[config.mk]
export PLATFORM = sky130hd
export DESIGN_NAME = pcm_stream_lifecycle_checker_top
export DESIGN_NICKNAME = d
export VERILOG_FILES = /design/src/rtl/pcm_slc_pkg.sv /design/src/rtl/pcm_slc_in_reg.sv /design/src/rtl/pcm_slc_core.sv /design/src/rtl/pcm_slc_out_reg.sv /design/src/rtl/pcm_stream_lifecycle_checker_top.sv
export SDC_FILE = /design/constraint.sdc
export NUM_CORES = 1
export LEC_CHECK = 0
export BUFFER_PORTS_ARGS = -buffer_cell sky130_fd_sc_hd__buf_4
export CORE_MARGIN = 8
export CORE_UTILIZATION = 25
export DETAILED_ROUTE_END_ITERATION = 16
export SYNTH_ARGS = -nofsm -noshare
export SYNTH_HDL_FRONTEND = slang
export SYNTH_SLANG_ARGS = --single-unit
[constraint.sdc]
create_clock -name clk_i -period 8.19 [get_ports clk_i]
set_input_delay 0.4095 -clock clk_i [delete_from_list [all_inputs] [get_ports clk_i]]
set_output_delay 0.4095 -clock clk_i [all_outputs]
set_load 0.01 [all_outputs]
[src/rtl/pcm_slc_pkg.sv]
// Package of the stream lifecycle checker: codes, constants and item types.
// Used by every module of the block; depends on nothing.
package pcm_slc_pkg;

  // Slot geometry.
  localparam logic [15:0] QUANTUM_FRAMES  = 16'd256;
  localparam int          BYTES_PER_FRAME = 4;
  localparam int          BYTES_W         = 21;

  // Stream widths.
  localparam int S_TDATA_W = 128;
  localparam int S_TUSER_W = 2;
  localparam int M_TDATA_W = 136;

  typedef enum logic [1:0] {
    CMD_START  = 2'd0,
    CMD_STEP   = 2'd1,
    CMD_FINISH = 2'd2,
    CMD_ABORT  = 2'd3
  } cmd_e;

  typedef enum logic [1:0] {
    SINK_ACCEPT  = 2'd0,
    SINK_RETRY   = 2'd1,
    SINK_FATAL   = 2'd2,
    SINK_UNKNOWN = 2'd3
  } sink_e;

  typedef enum logic [1:0] {
    RING_PRESENT = 2'd0,
    RING_EMPTY   = 2'd1,
    RING_ERROR   = 2'd2
  } ring_e;

  typedef enum logic [2:0] {
    PH_INITIAL  = 3'd0,
    PH_STARTED  = 3'd1,
    PH_FAILED   = 3'd2,
    PH_FINISHED = 3'd3,
    PH_ABORTED  = 3'd4
  } phase_e;

  typedef enum logic [2:0] {
    ST_OK       = 3'd0,
    ST_RETRY    = 3'd1,
    ST_FATAL    = 3'd2,
    ST_STATE    = 3'd3,
    ST_EMPTY    = 3'd4,
    ST_RING     = 3'd5,
    ST_SLOT     = 3'd6,
    ST_CONSUMED = 3'd7
  } status_e;

  // One command item as held in the input register.
  typedef struct packed {
    cmd_e        cmd;
    sink_e       sink_result;
    logic [1:0]  head_peek;
    logic        ring_drained;
    logic        consume_ok;
    logic [15:0] slot_frames;
    logic [31:0] slot_sequence;
    logic [63:0] slot_offset;
    logic [7:0]  slot_flags;
  } item_t;

  // One result item as held in the result register.
  typedef struct packed {
    status_e     status;
    phase_e      lifecycle;
    logic        issue_submit;
    logic        issue_consume;
    logic [63:0] frames_total;
    logic [63:0] bytes_total;
  } result_t;

endpackage

[src/rtl/pcm_slc_in_reg.sv]
// Input register of the stream lifecycle checker: unpacks and holds one item.
// Depends on pcm_slc_pkg.
module pcm_slc_in_reg import pcm_slc_pkg::*; (
  input  logic                 clk_i,
  input  logic                 rst_ni,
  input  logic                 s_valid_i,
  output logic                 s_ready_o,
  input  logic [S_TDATA_W-1:0] s_data_i,
  input  logic [S_TUSER_W-1:0] s_user_i,
  input  logic                 take_i,
  output logic                 valid_o,
  output item_t                item_o
);

  logic  valid_q;
  item_t item_q;
  item_t item_d;
  logic  load;

  // The register is free when empty or when its item moves on this cycle.
  assign s_ready_o = !valid_q || take_i;
  assign load      = s_valid_i && s_ready_o;

  // Unpack the stream word into item fields.
  always_comb begin
    item_d.cmd           = cmd_e'(s_user_i);
    item_d.sink_result   = sink_e'(s_data_i[1:0]);
    item_d.head_peek     = s_data_i[3:2];
    item_d.ring_drained  = s_data_i[4];
    item_d.consume_ok    = s_data_i[5];
    item_d.slot_frames   = s_data_i[21:6];
    item_d.slot_sequence = s_data_i[53:22];
    item_d.slot_offset   = s_data_i[117:54];
    item_d.slot_flags    = s_data_i[125:118];
  end

  // Occupancy flag.
  always_ff @(posedge clk_i or negedge rst_ni) begin
    if (!rst_ni) begin
      valid_q <= 1'b0;
    end else if (load) begin
      valid_q <= 1'b1;
    end else if (take_i) begin
      valid_q <= 1'b0;
    end
  end

  // Payload needs no reset.
  always_ff @(posedge clk_i) begin
    if (load) begin
      item_q <= item_d;
    end
  end

  assign valid_o = valid_q;
  assign item_o  = item_q;

endmodule

[src/rtl/pcm_slc_core.sv]
// Lifecycle core: phase machine, slot checks, expected sequence and offset,
// and the 64-bit totals. Depends on pcm_slc_pkg.
module pcm_slc_core import pcm_slc_pkg::*; (
  input  logic        clk_i,
  input  logic        rst_ni,
  input  logic        cfg_we_i,
  input  logic [7:0]  cfg_wdata_i,
  input  logic        fire_i,
  input  item_t       item_i,
  output result_t     result_o
);

  phase_e       phase_q, phase_d;
  logic [31:0]  next_seq_q;
  logic [63:0]  next_off_q;
  logic [63:0]  frames_q;
  logic [63:0]  bytes_q;
  logic [7:0]   partial_flag_q;

  logic         phase_ok;
  logic         sink_acc;
  logic         sink_retry;
  logic         slot_full;
  logic         slot_partial;
  logic         slot_ok;
  logic [BYTES_W-1:0] slot_bytes;
  logic [64:0]  frames_sum;
  logic [64:0]  bytes_sum;
  logic         total_ovf;
  status_e      status;
  logic         submit;
  logic         consume;

  // Decode of the command against the current phase and the slot header.
  always_comb begin
    case (item_i.cmd)
      CMD_START:  phase_ok = (phase_q == PH_INITIAL);
      CMD_STEP:   phase_ok = (phase_q == PH_STARTED);
      CMD_FINISH: phase_ok = (phase_q == PH_STARTED) && item_i.ring_drained;
      CMD_ABORT:  phase_ok = (phase_q == PH_STARTED) || (phase_q == PH_FAILED);
      default:    phase_ok = 1'b0;
    endcase
    sink_acc     = (item_i.sink_result == SINK_ACCEPT);
    sink_retry   = (item_i.sink_result == SINK_RETRY);
    slot_full    = (item_i.slot_frames == QUANTUM_FRAMES);
    slot_partial = (item_i.slot_frames != 16'd0) && (item_i.slot_frames < QUANTUM_FRAMES);
    slot_ok      = (slot_full || slot_partial)
                && (item_i.slot_sequence == next_seq_q)
                && (item_i.slot_offset == next_off_q)
                && (slot_full ? (item_i.slot_flags == 8'd0)
                              : (item_i.slot_flags == partial_flag_q));
    slot_bytes   = BYTES_W'(item_i.slot_frames) * BYTES_W'(BYTES_PER_FRAME);
    frames_sum   = {1'b0, frames_q} + 65'(item_i.slot_frames);
    bytes_sum    = {1'b0, bytes_q} + 65'(slot_bytes);
    total_ovf    = frames_sum[64] || bytes_sum[64];
  end

  // Next phase.
  always_comb begin
    phase_d = phase_q;
    if (phase_ok) begin
      if (item_i.cmd == CMD_STEP) begin
        if ((item_i.head_peek == RING_PRESENT) && slot_ok && !sink_retry) begin
          if (!sink_acc || total_ovf || !item_i.consume_ok) begin
            phase_d = PH_FAILED;
          end
        end
      end else if (sink_acc) begin
        case (item_i.cmd)
          CMD_START:  phase_d = PH_STARTED;
          CMD_FINISH: phase_d = PH_FINISHED;
          default:    phase_d = PH_ABORTED;
        endcase
      end else if (!sink_retry) begin
        phase_d = PH_FAILED;
      end
    end
  end

  // Status and issue flags.
  always_comb begin
    status  = ST_OK;
    submit  = 1'b0;
    consume = 1'b0;
    if (!phase_ok) begin
      status = ST_STATE;
    end else if (item_i.cmd != CMD_STEP) begin
      status = sink_acc ? ST_OK : (sink_retry ? ST_RETRY : ST_FATAL);
    end else if (item_i.head_peek == RING_EMPTY) begin
      status = ST_EMPTY;
    end else if (item_i.head_peek != RING_PRESENT) begin
      status = ST_RING;
    end else if (!slot_ok) begin
      status = ST_SLOT;
    end else begin
      submit = 1'b1;
      if (sink_retry) begin
        status = ST_RETRY;
      end else if (!sink_acc || total_ovf) begin
        status = ST_FATAL;
      end else if (!item_i.consume_ok) begin
        status = ST_RING;
      end else begin
        status  = ST_CONSUMED;
        consume = 1'b1;
      end
    end
  end

  // Result seen after this item.
  always_comb begin
    result_o.status        = status;
    result_o.lifecycle     = phase_d;
    result_o.issue_submit  = submit;
    result_o.issue_consume = consume;
    result_o.frames_total  = consume ? frames_sum[63:0] : frames_q;
    result_o.bytes_total   = consume ? bytes_sum[63:0] : bytes_q;
  end

  // Stream state; it advances only when an item is processed.
  always_ff @(posedge clk_i or negedge rst_ni) begin
    if (!rst_ni) begin
      phase_q    <= PH_INITIAL;
      next_seq_q <= 32'd0;
      next_off_q <= 64'd0;
      frames_q   <= 64'd0;
      bytes_q    <= 64'd0;
    end else if (fire_i) begin
      phase_q <= phase_d;
      if (consume) begin
        next_seq_q <= next_seq_q + 32'd1;
        next_off_q <= next_off_q + 64'(item_i.slot_frames);
        frames_q   <= frames_sum[63:0];
        bytes_q    <= bytes_sum[63:0];
      end
    end
  end

  // Flag value required on a short final slot.
  always_ff @(posedge clk_i or negedge rst_ni) begin
    if (!rst_ni) begin
      partial_flag_q <= 8'd1;
    end else if (cfg_we_i) begin
      partial_flag_q <= cfg_wdata_i;
    end
  end

endmodule

[src/rtl/pcm_slc_out_reg.sv]
// Result register of the stream lifecycle checker: holds and packs one result.
// Depends on pcm_slc_pkg.
module pcm_slc_out_reg import pcm_slc_pkg::*; (
  input  logic                 clk_i,
  input  logic                 rst_ni,
  input  logic                 load_i,
  input  result_t              result_i,
  output logic                 free_o,
  output logic                 m_valid_o,
  input  logic                 m_ready_i,
  output logic [M_TDATA_W-1:0] m_data_o
);

  logic    valid_q;
  result_t result_q;

  // Free when empty or when the held result is taken this cycle.
  assign free_o = !valid_q || m_ready_i;

  always_ff @(posedge clk_i or negedge rst_ni) begin
    if (!rst_ni) begin
      valid_q <= 1'b0;
    end else if (load_i) begin
      valid_q <= 1'b1;
    end else if (m_ready_i) begin
      valid_q <= 1'b0;
    end
  end

  always_ff @(posedge clk_i) begin
    if (load_i) begin
      result_q <= result_i;
    end
  end

  // Pack the result, first field in the lowest bits.
  assign m_valid_o         = valid_q;
  assign m_data_o[2:0]     = result_q.status;
  assign m_data_o[5:3]     = result_q.lifecycle;
  assign m_data_o[6]       = result_q.issue_submit;
  assign m_data_o[7]       = result_q.issue_consume;
  assign m_data_o[71:8]    = result_q.frames_total;
  assign m_data_o[135:72]  = result_q.bytes_total;

endmodule

[src/rtl/pcm_stream_lifecycle_checker_top.sv]
// Top level of the stream lifecycle checker: input register, lifecycle core
// and result register. Depends on pcm_slc_pkg and the three submodules.
//
//   port group  direction  carries
//   s_axis      in         one command item per transfer
//   m_axis      out        one result item per command
//   cfg         in         final_partial_flag write
//
// Each item is held in the input register until the result register is free;
// the core evaluates it combinationally and its result is registered as it leaves.
// Throughput is one item per cycle while m_axis does not stall.
// Reset returns the phase to initial, clears sequence, offset and totals, and
// sets final_partial_flag to 1. A stalled m_axis holds its result, and the
// input register still takes one more item behind it.
module pcm_stream_lifecycle_checker_top import pcm_slc_pkg::*; (
  input  logic                 clk_i,
  input  logic                 rst_ni,
  input  logic                 s_axis_tvalid,
  output logic                 s_axis_tready,
  // sink_result[1:0] head_peek[3:2] ring_drained[4] consume_ok[5]
  // slot_frames[21:6] slot_sequence[53:22] slot_offset[117:54]
  // slot_flags[125:118], zero above
  input  logic [S_TDATA_W-1:0] s_axis_tdata,
  // cmd[1:0]
  input  logic [S_TUSER_W-1:0] s_axis_tuser,
  output logic                 m_axis_tvalid,
  input  logic                 m_axis_tready,
  // status[2:0] lifecycle[5:3] issue_submit[6] issue_consume[7]
  // frames_total[71:8] bytes_total[135:72]
  output logic [M_TDATA_W-1:0] m_axis_tdata,
  input  logic                 cfg_we_i,
  input  logic [7:0]           cfg_wdata_i
);

  logic    in_valid;
  item_t   item;
  result_t result;
  logic    out_free;
  logic    fire;

  // An item is processed when it is held and the result register can take it.
  assign fire = in_valid && out_free;

  pcm_slc_in_reg u_in_reg (
    .clk_i     (clk_i),
    .rst_ni    (rst_ni),
    .s_valid_i (s_axis_tvalid),
    .s_ready_o (s_axis_tready),
    .s_data_i  (s_axis_tdata),
    .s_user_i  (s_axis_tuser),
    .take_i    (fire),
    .valid_o   (in_valid),
    .item_o    (item)
  );

  pcm_slc_core u_core (
    .clk_i       (clk_i),
    .rst_ni      (rst_ni),
    .cfg_we_i    (cfg_we_i),
    .cfg_wdata_i (cfg_wdata_i),
    .fire_i      (fire),
    .item_i      (item),
    .result_o    (result)
  );

  pcm_slc_out_reg u_out_reg (
    .clk_i     (clk_i),
    .rst_ni    (rst_ni),
    .load_i    (fire),
    .result_i  (result),
    .free_o    (out_free),
    .m_valid_o (m_axis_tvalid),
    .m_ready_i (m_axis_tready),
    .m_data_o  (m_axis_tdata)
  );

endmodule

* Word level (Yosys, flattened, before mapping)
Cells that the tools add are included.
Storage, ports and cells: bits in registers 501, input port bits 143, output and inout port bits 138, word-level logic and storage cells 106
Operators by class: $add $sub $neg 4, $lt $le $gt $ge 1, equal/unequal tests 12, multiplexer cells 33, bitwise operators 1, reduce and logical (&&, ||, !) cells 32
Operators by type and width (count):
- $mux 64 | 2
- $add 64x16->65 | 1
- $add 64x18->65 | 1
- $add 64x16->64 | 1
- $eq 64x64->1 | 1
- $mux 3 | 13
- $add 32x1->32 const B | 1
- $eq 32x32->1 | 1
- $eq 16x9->1 const B | 1
- $lt 16x9->1 const B | 1
- $reduce_bool 16->1 | 1
- $mux 1 | 14
- $logic_and 1x1->1 | 9
- $eq 8x8->1 | 1
- $logic_not 8->1 | 1
- $logic_or 1x1->1 | 7
- $eq 2x1->1 const B | 3
- $logic_not 2->1 | 3
- $pmux 3 s2 | 1
- $reduce_bool 2->1 | 3
- $logic_not 1->1 | 5
- $eq 2x2->1 const B | 2
- $mux 2 | 2
- $pmux 1 s4 | 1
- other kinds (7) | 7

* Longest topological paths before layout
depth in word-level cells 12, depth in mapped cells 13, gate-level depth less buffers 11

* Cells and area by module
From an unflattened synthesis, not the netlist that was laid out.
Second synthesis, totals: cell total of the unflattened synthesis 2135, area total of the unflattened synthesis 24440.9 µm²
By module, submodules not included:
- pcm_slc_core | instances 1, cells an instance 1863, area an instance 16405.7 µm², seq. area each 5831.8 µm²
- pcm_slc_out_reg | instances 1, cells an instance 139, area an instance 4131.5 µm², seq. area each 4108.9 µm²
- pcm_slc_in_reg | instances 1, cells an instance 132, area an instance 3897.5 µm², seq. area each 3868.7 µm²
- pcm_stream_lifecycle_checker_top | instances 1, cells an instance 1, area an instance 6.3 µm², seq. area each 0.0 µm²

* Worst setup path after synthesis
No wires, ideal clock.
kind input to register, start input port m_axis_tready, end register u_core.frames_q[37], setup time 0.137 ns, arrival 5.514 ns, required time 8.053 ns, path slack 2.539 ns, stages 7, path buffers 2, cells stage by stage nand2b_1 > nand2_1 > inv_1 > clkbuf_1 > buf_1 > nand4_1 > xnor2_1
Between the ends: longest elaborated chain between the ends 2
Ends and longest elaborated chain:
- start: declaration | RTL line pcm_stream_lifecycle_checker_top.sv:27 | input logic m_axis_tready,
- $logic_or 1x1->1 | RTL line pcm_slc_out_reg.sv:18 | assign free_o = !valid_q || m_ready_i;
- $logic_and 1x1->1 | RTL line pcm_stream_lifecycle_checker_top.sv:42 | assign fire = in_valid && out_free;
- via fire | RTL line pcm_stream_lifecycle_checker_top.sv:39 | logic fire;
- end signal: assignment | RTL line pcm_slc_core.sv:133 | frames_q <= frames_sum[63:0];
- end: declaration | RTL line pcm_slc_core.sv:16 | logic [63:0] frames_q;
The timed path passes the listed nets, and every way through them passes these cells. A chain may end at the register's enable or synchronous reset.

==> qor.yml <==
synth:
  syn_area_per_cell_sq_um: 11.42
  synth-async-reset-ratio: 0.4728
  ys.flop_type: "edfxtp_1"
  ys_ff_latch: 497
  synth-edff-count: 262
  synthCells: 2133
  yosysUniqueCellTypes: 74
  yosys_warnings: 0
  synth_area_sq_um: 24370
  yosysSeqAreaShare: 0.5643
die:
  die_h_microns: 328.2
  coreArea_sq_um: 96710
  die_w_microns: 328.2
  start_util: 0.2520
  dieArea_sq_um: 107700
  num_rows: 114
  ioPinCount: 281
critical_path:
  critPathBufInv: 2
  cpPeakStageDelay_ps: 650
  crit_path_max_fanout: 59
  reg2reg_depth: 11
  r2r_end: "u_out_reg.m_data_o[47]"
  critical_path_class: "flip-flop to flip-flop"
  cp-endpoint: "u_out_reg.m_data_o[47]"
  r2r_start: "u_in_reg.item_o[108]"
  worstSetupStartpoint: "u_in_reg.item_o[108]"
  end_kind: "flip-flop"
  arrival_ps: 5140
  rrSetupSlack_ps: 3400
  setup.worst_path.start_class: "flip-flop"
  crit_slowest_cell: "a21oi_1"
  worstPathCellList: "ha_1 -> o21ai_0 -> o211ai_1 -> nand4_1 -> a21oi_1 -> nor2_1 -> nand4_1 -> buf_4 -> buf_4 -> nor4_1 -> xor2_1"
  cp.required_ps: 8540
  critPathTopFamily: "buffers and inverters"
  cp.depth: 11
sta:
  worst_slew_pin_slew_ps: 1048
  fin_tns_setup_ps: 0
  finClkSkew_ps: 28.44
  min_period_ps: 4787
  setup-violations-final: 0
  rsz0062_at_grt: "no"
  whs_ps: 119.2
  slew_headroom: 0.2980
  final-max-slew-violation-count: 0
  hold_viol: 0
  fin_crit_sh: 0.5845
  fmax_mhz: 208.9
power_and_ir_drop:
  power_density_nw_per_um2: 190.0
  peakVddDrop_mv: 0.1519
  leakagePower_nw: 13.03
placement:
  placed_area_sq_um: 27840
  gp_congestion: 0.8924
  io_buffers: 276
  dp_hpwl_microns: 53730
  dp.cells: 3618
grt:
  grt_pass1_wl_microns: 113700
  grt_usage: 0.1361
  grt-ovfl-total: 0
  grt_max_degree: 93
  antenna_found_initial: 2
  grt_pass1_vias: 18170
clocking:
  cts_buffer_depth: 3
  cts.sinks: 497
  cts_resized: 0
  numCtsBuffers: 59
  clk_pin_slew_ps: 60
  h-tree-depth: 2
  clk_latency_ps: 650
  cts_root_buf: "clkbuf_16"
  cts_tree: "built"
run_status:
  status: "finished, final reports clean"
detailed_routing:
  drt_wl_total_microns: 75130
  vias: 17890
  wl_per_cell_microns: 19.41
  postRouteAntennaNets: 0
  drt-pass1-iter-count: 5
  vias_per_cell: 4.621
  drtIter0Drc: 1353
  post-route-drc-count: 0
min_path:
  hold_path_class: "input pin to flip-flop"
run:
  drv_cap: 0
final_layout:
  drive_above_1_share: 0.1721
  fin_nets: 2737
  layout_commonest_cell: "buf_4"
  fin_area_sq_um: 31260
  fillers: 9698
  layout_common_cells: "buf_4 (295), edfxtp_1 (262), dfrtp_1 (234), xor2_1 (225), nand2_1 (210)"
  fin_cells: 3870
  area_delta_synth_final_pct: 28.29
power by group:
| part | switching (mW) | leakage [nW] | internal, mW |
|---|---|---|---|
| Combinational | 0.202 | 6.30 | 0.179 |
| Sequential | 0.0612 | 5.76 | 2.74 |
| Clock | 1.14 | 0.965 | 1.63 |
logic make-up after synthesis:
| kind of cell | after synthesis | share of synthesized area |
|---|---|---|
| simple gates | 816 | 0.1739 |
| flops | 497 | 0.5643 |
| xor+xnor | 411 | 0.1477 |
| compound gates | 220 | 0.05674 |
| buf+inv | 114 | 0.01961 |
| fa+ha+maj | 52 | 0.02763 |
| mux | 22 | 0.01001 |
| other cells | 1 | 0.0001539 |
per-layer routing:
| layer | wire length, microns | vias up | part of all wire | track usage |
|---|---|---|---|---|
| met5 | 0 | - | 0 | 0 |
| met4 | 2394 | 0 | 0.032 | 0.04676 |
| met3 | 4898 | 107 | 0.065 | 0.02742 |
| met2 | 34880 | 603 | 0.46 | 0.2227 |
| met1 | 32960 | 8666 | 0.44 | 0.1787 |
| li1 | - | 8509 | - | - |
worst min-delay path by stage:
stage / from / end / slack, ps / cells after the start
6_report: cfg_we_i / u_core.partial_flag_q[4] / 120 / 2
3_3_place_gp: rst_ni / u_core.frames_q[47] / 450 / 1
2_1_floorplan: rst_ni / u_core.bytes_q[10] / 110 / 0
4_1_cts: cfg_we_i / u_core.partial_flag_q[1] / 50 / 2
5_1_grt: cfg_we_i / u_core.partial_flag_q[1] / 90 / 2
3_5_place_dp: rst_ni / u_core.frames_q[47] / 450 / 1
sequential cells by signal (all words and copies together) (netlist names):
signal                 cells
u_in_reg.item_o          128
u_core.partial_flag_q      8
u_out_reg.m_valid_o        1
u_core.phase_q             3
u_core.bytes_q            62
u_out_reg.m_data_o       134
u_core.frames_q           64
u_core.next_off_q         64
u_in_reg.valid_o           1
u_core.next_seq_q         32
final cells by class:
cell class                      count  area [sq um]  area share
Antenna cell                        2         5.005   0.0001601
Inverter                           26         102.6    0.003282
Timing Repair Buffer              435          3621      0.1158
Tap cell                         1276          1597     0.05107
Multi-Input combinational cell   1523         10160      0.3250
Clock buffer                       68          1563     0.04999
Clock inverter                     43         464.2     0.01485
Sequential cell                   497         13750      0.4398
repair_timing:
action / 4_1_cts / 5_1_grt
buffers inserted: 0 / 0
hold buffers: 139 / 0
hold endpoints to repair: 211 / 0
synthesized netlist by cell type (4+ instances only):
| cell type | count | share of area |
|---|---|---|
| a211o_1 | 5 | 0.0018 |
| o211ai_1 | 8 | 0.0025 |
| and4_1 | 15 | 0.0054 |
| and3_1 | 28 | 0.0072 |
| inv_1 | 26 | 0.0040 |
| or2_2 | 7 | 0.0018 |
| edfxtp_1 | 262 | 0.32 |
| xor2_1 | 225 | 0.081 |
| clkbuf_1 | 55 | 0.0085 |
| xnor2_1 | 186 | 0.067 |
| buf_2 | 24 | 0.0049 |
| nor2_1 | 120 | 0.018 |
| nor3_1 | 104 | 0.021 |
| nor4_1 | 60 | 0.015 |
| or4_1 | 11 | 0.0034 |
| mux2_2 | 16 | 0.0074 |
| buf_1 | 4 | 0.00062 |
| nor2b_1 | 5 | 0.0013 |
| nor4_2 | 11 | 0.0056 |
| dfrtp_1 | 234 | 0.24 |
| o21ai_0 | 89 | 0.018 |
| nand3_1 | 90 | 0.018 |
| o21a_1 | 7 | 0.0022 |
| a21o_1 | 16 | 0.0049 |
| nand2_1 | 210 | 0.032 |
| o21ai_1 | 4 | 0.00082 |
| nand2b_1 | 10 | 0.0026 |
| or3_1 | 18 | 0.0046 |
| nand4_1 | 94 | 0.024 |
| a211oi_1 | 13 | 0.0040 |
| o21bai_1 | 9 | 0.0028 |
| ha_1 | 49 | 0.025 |
| and2_1 | 11 | 0.0028 |
| a21oi_1 | 44 | 0.0090 |
through the flow:
stage               setup slack, ps  total power [mW]    util
floorplan                      2539             2.968       -
global placement               3345             3.182  0.2878
detailed placement             3326             3.185  0.2878
CTS                            3275             6.061  0.3232
global route                   3043             6.180  0.3232
finish                         3403             5.941  0.3232
Power figures use the tool's default switching activity.
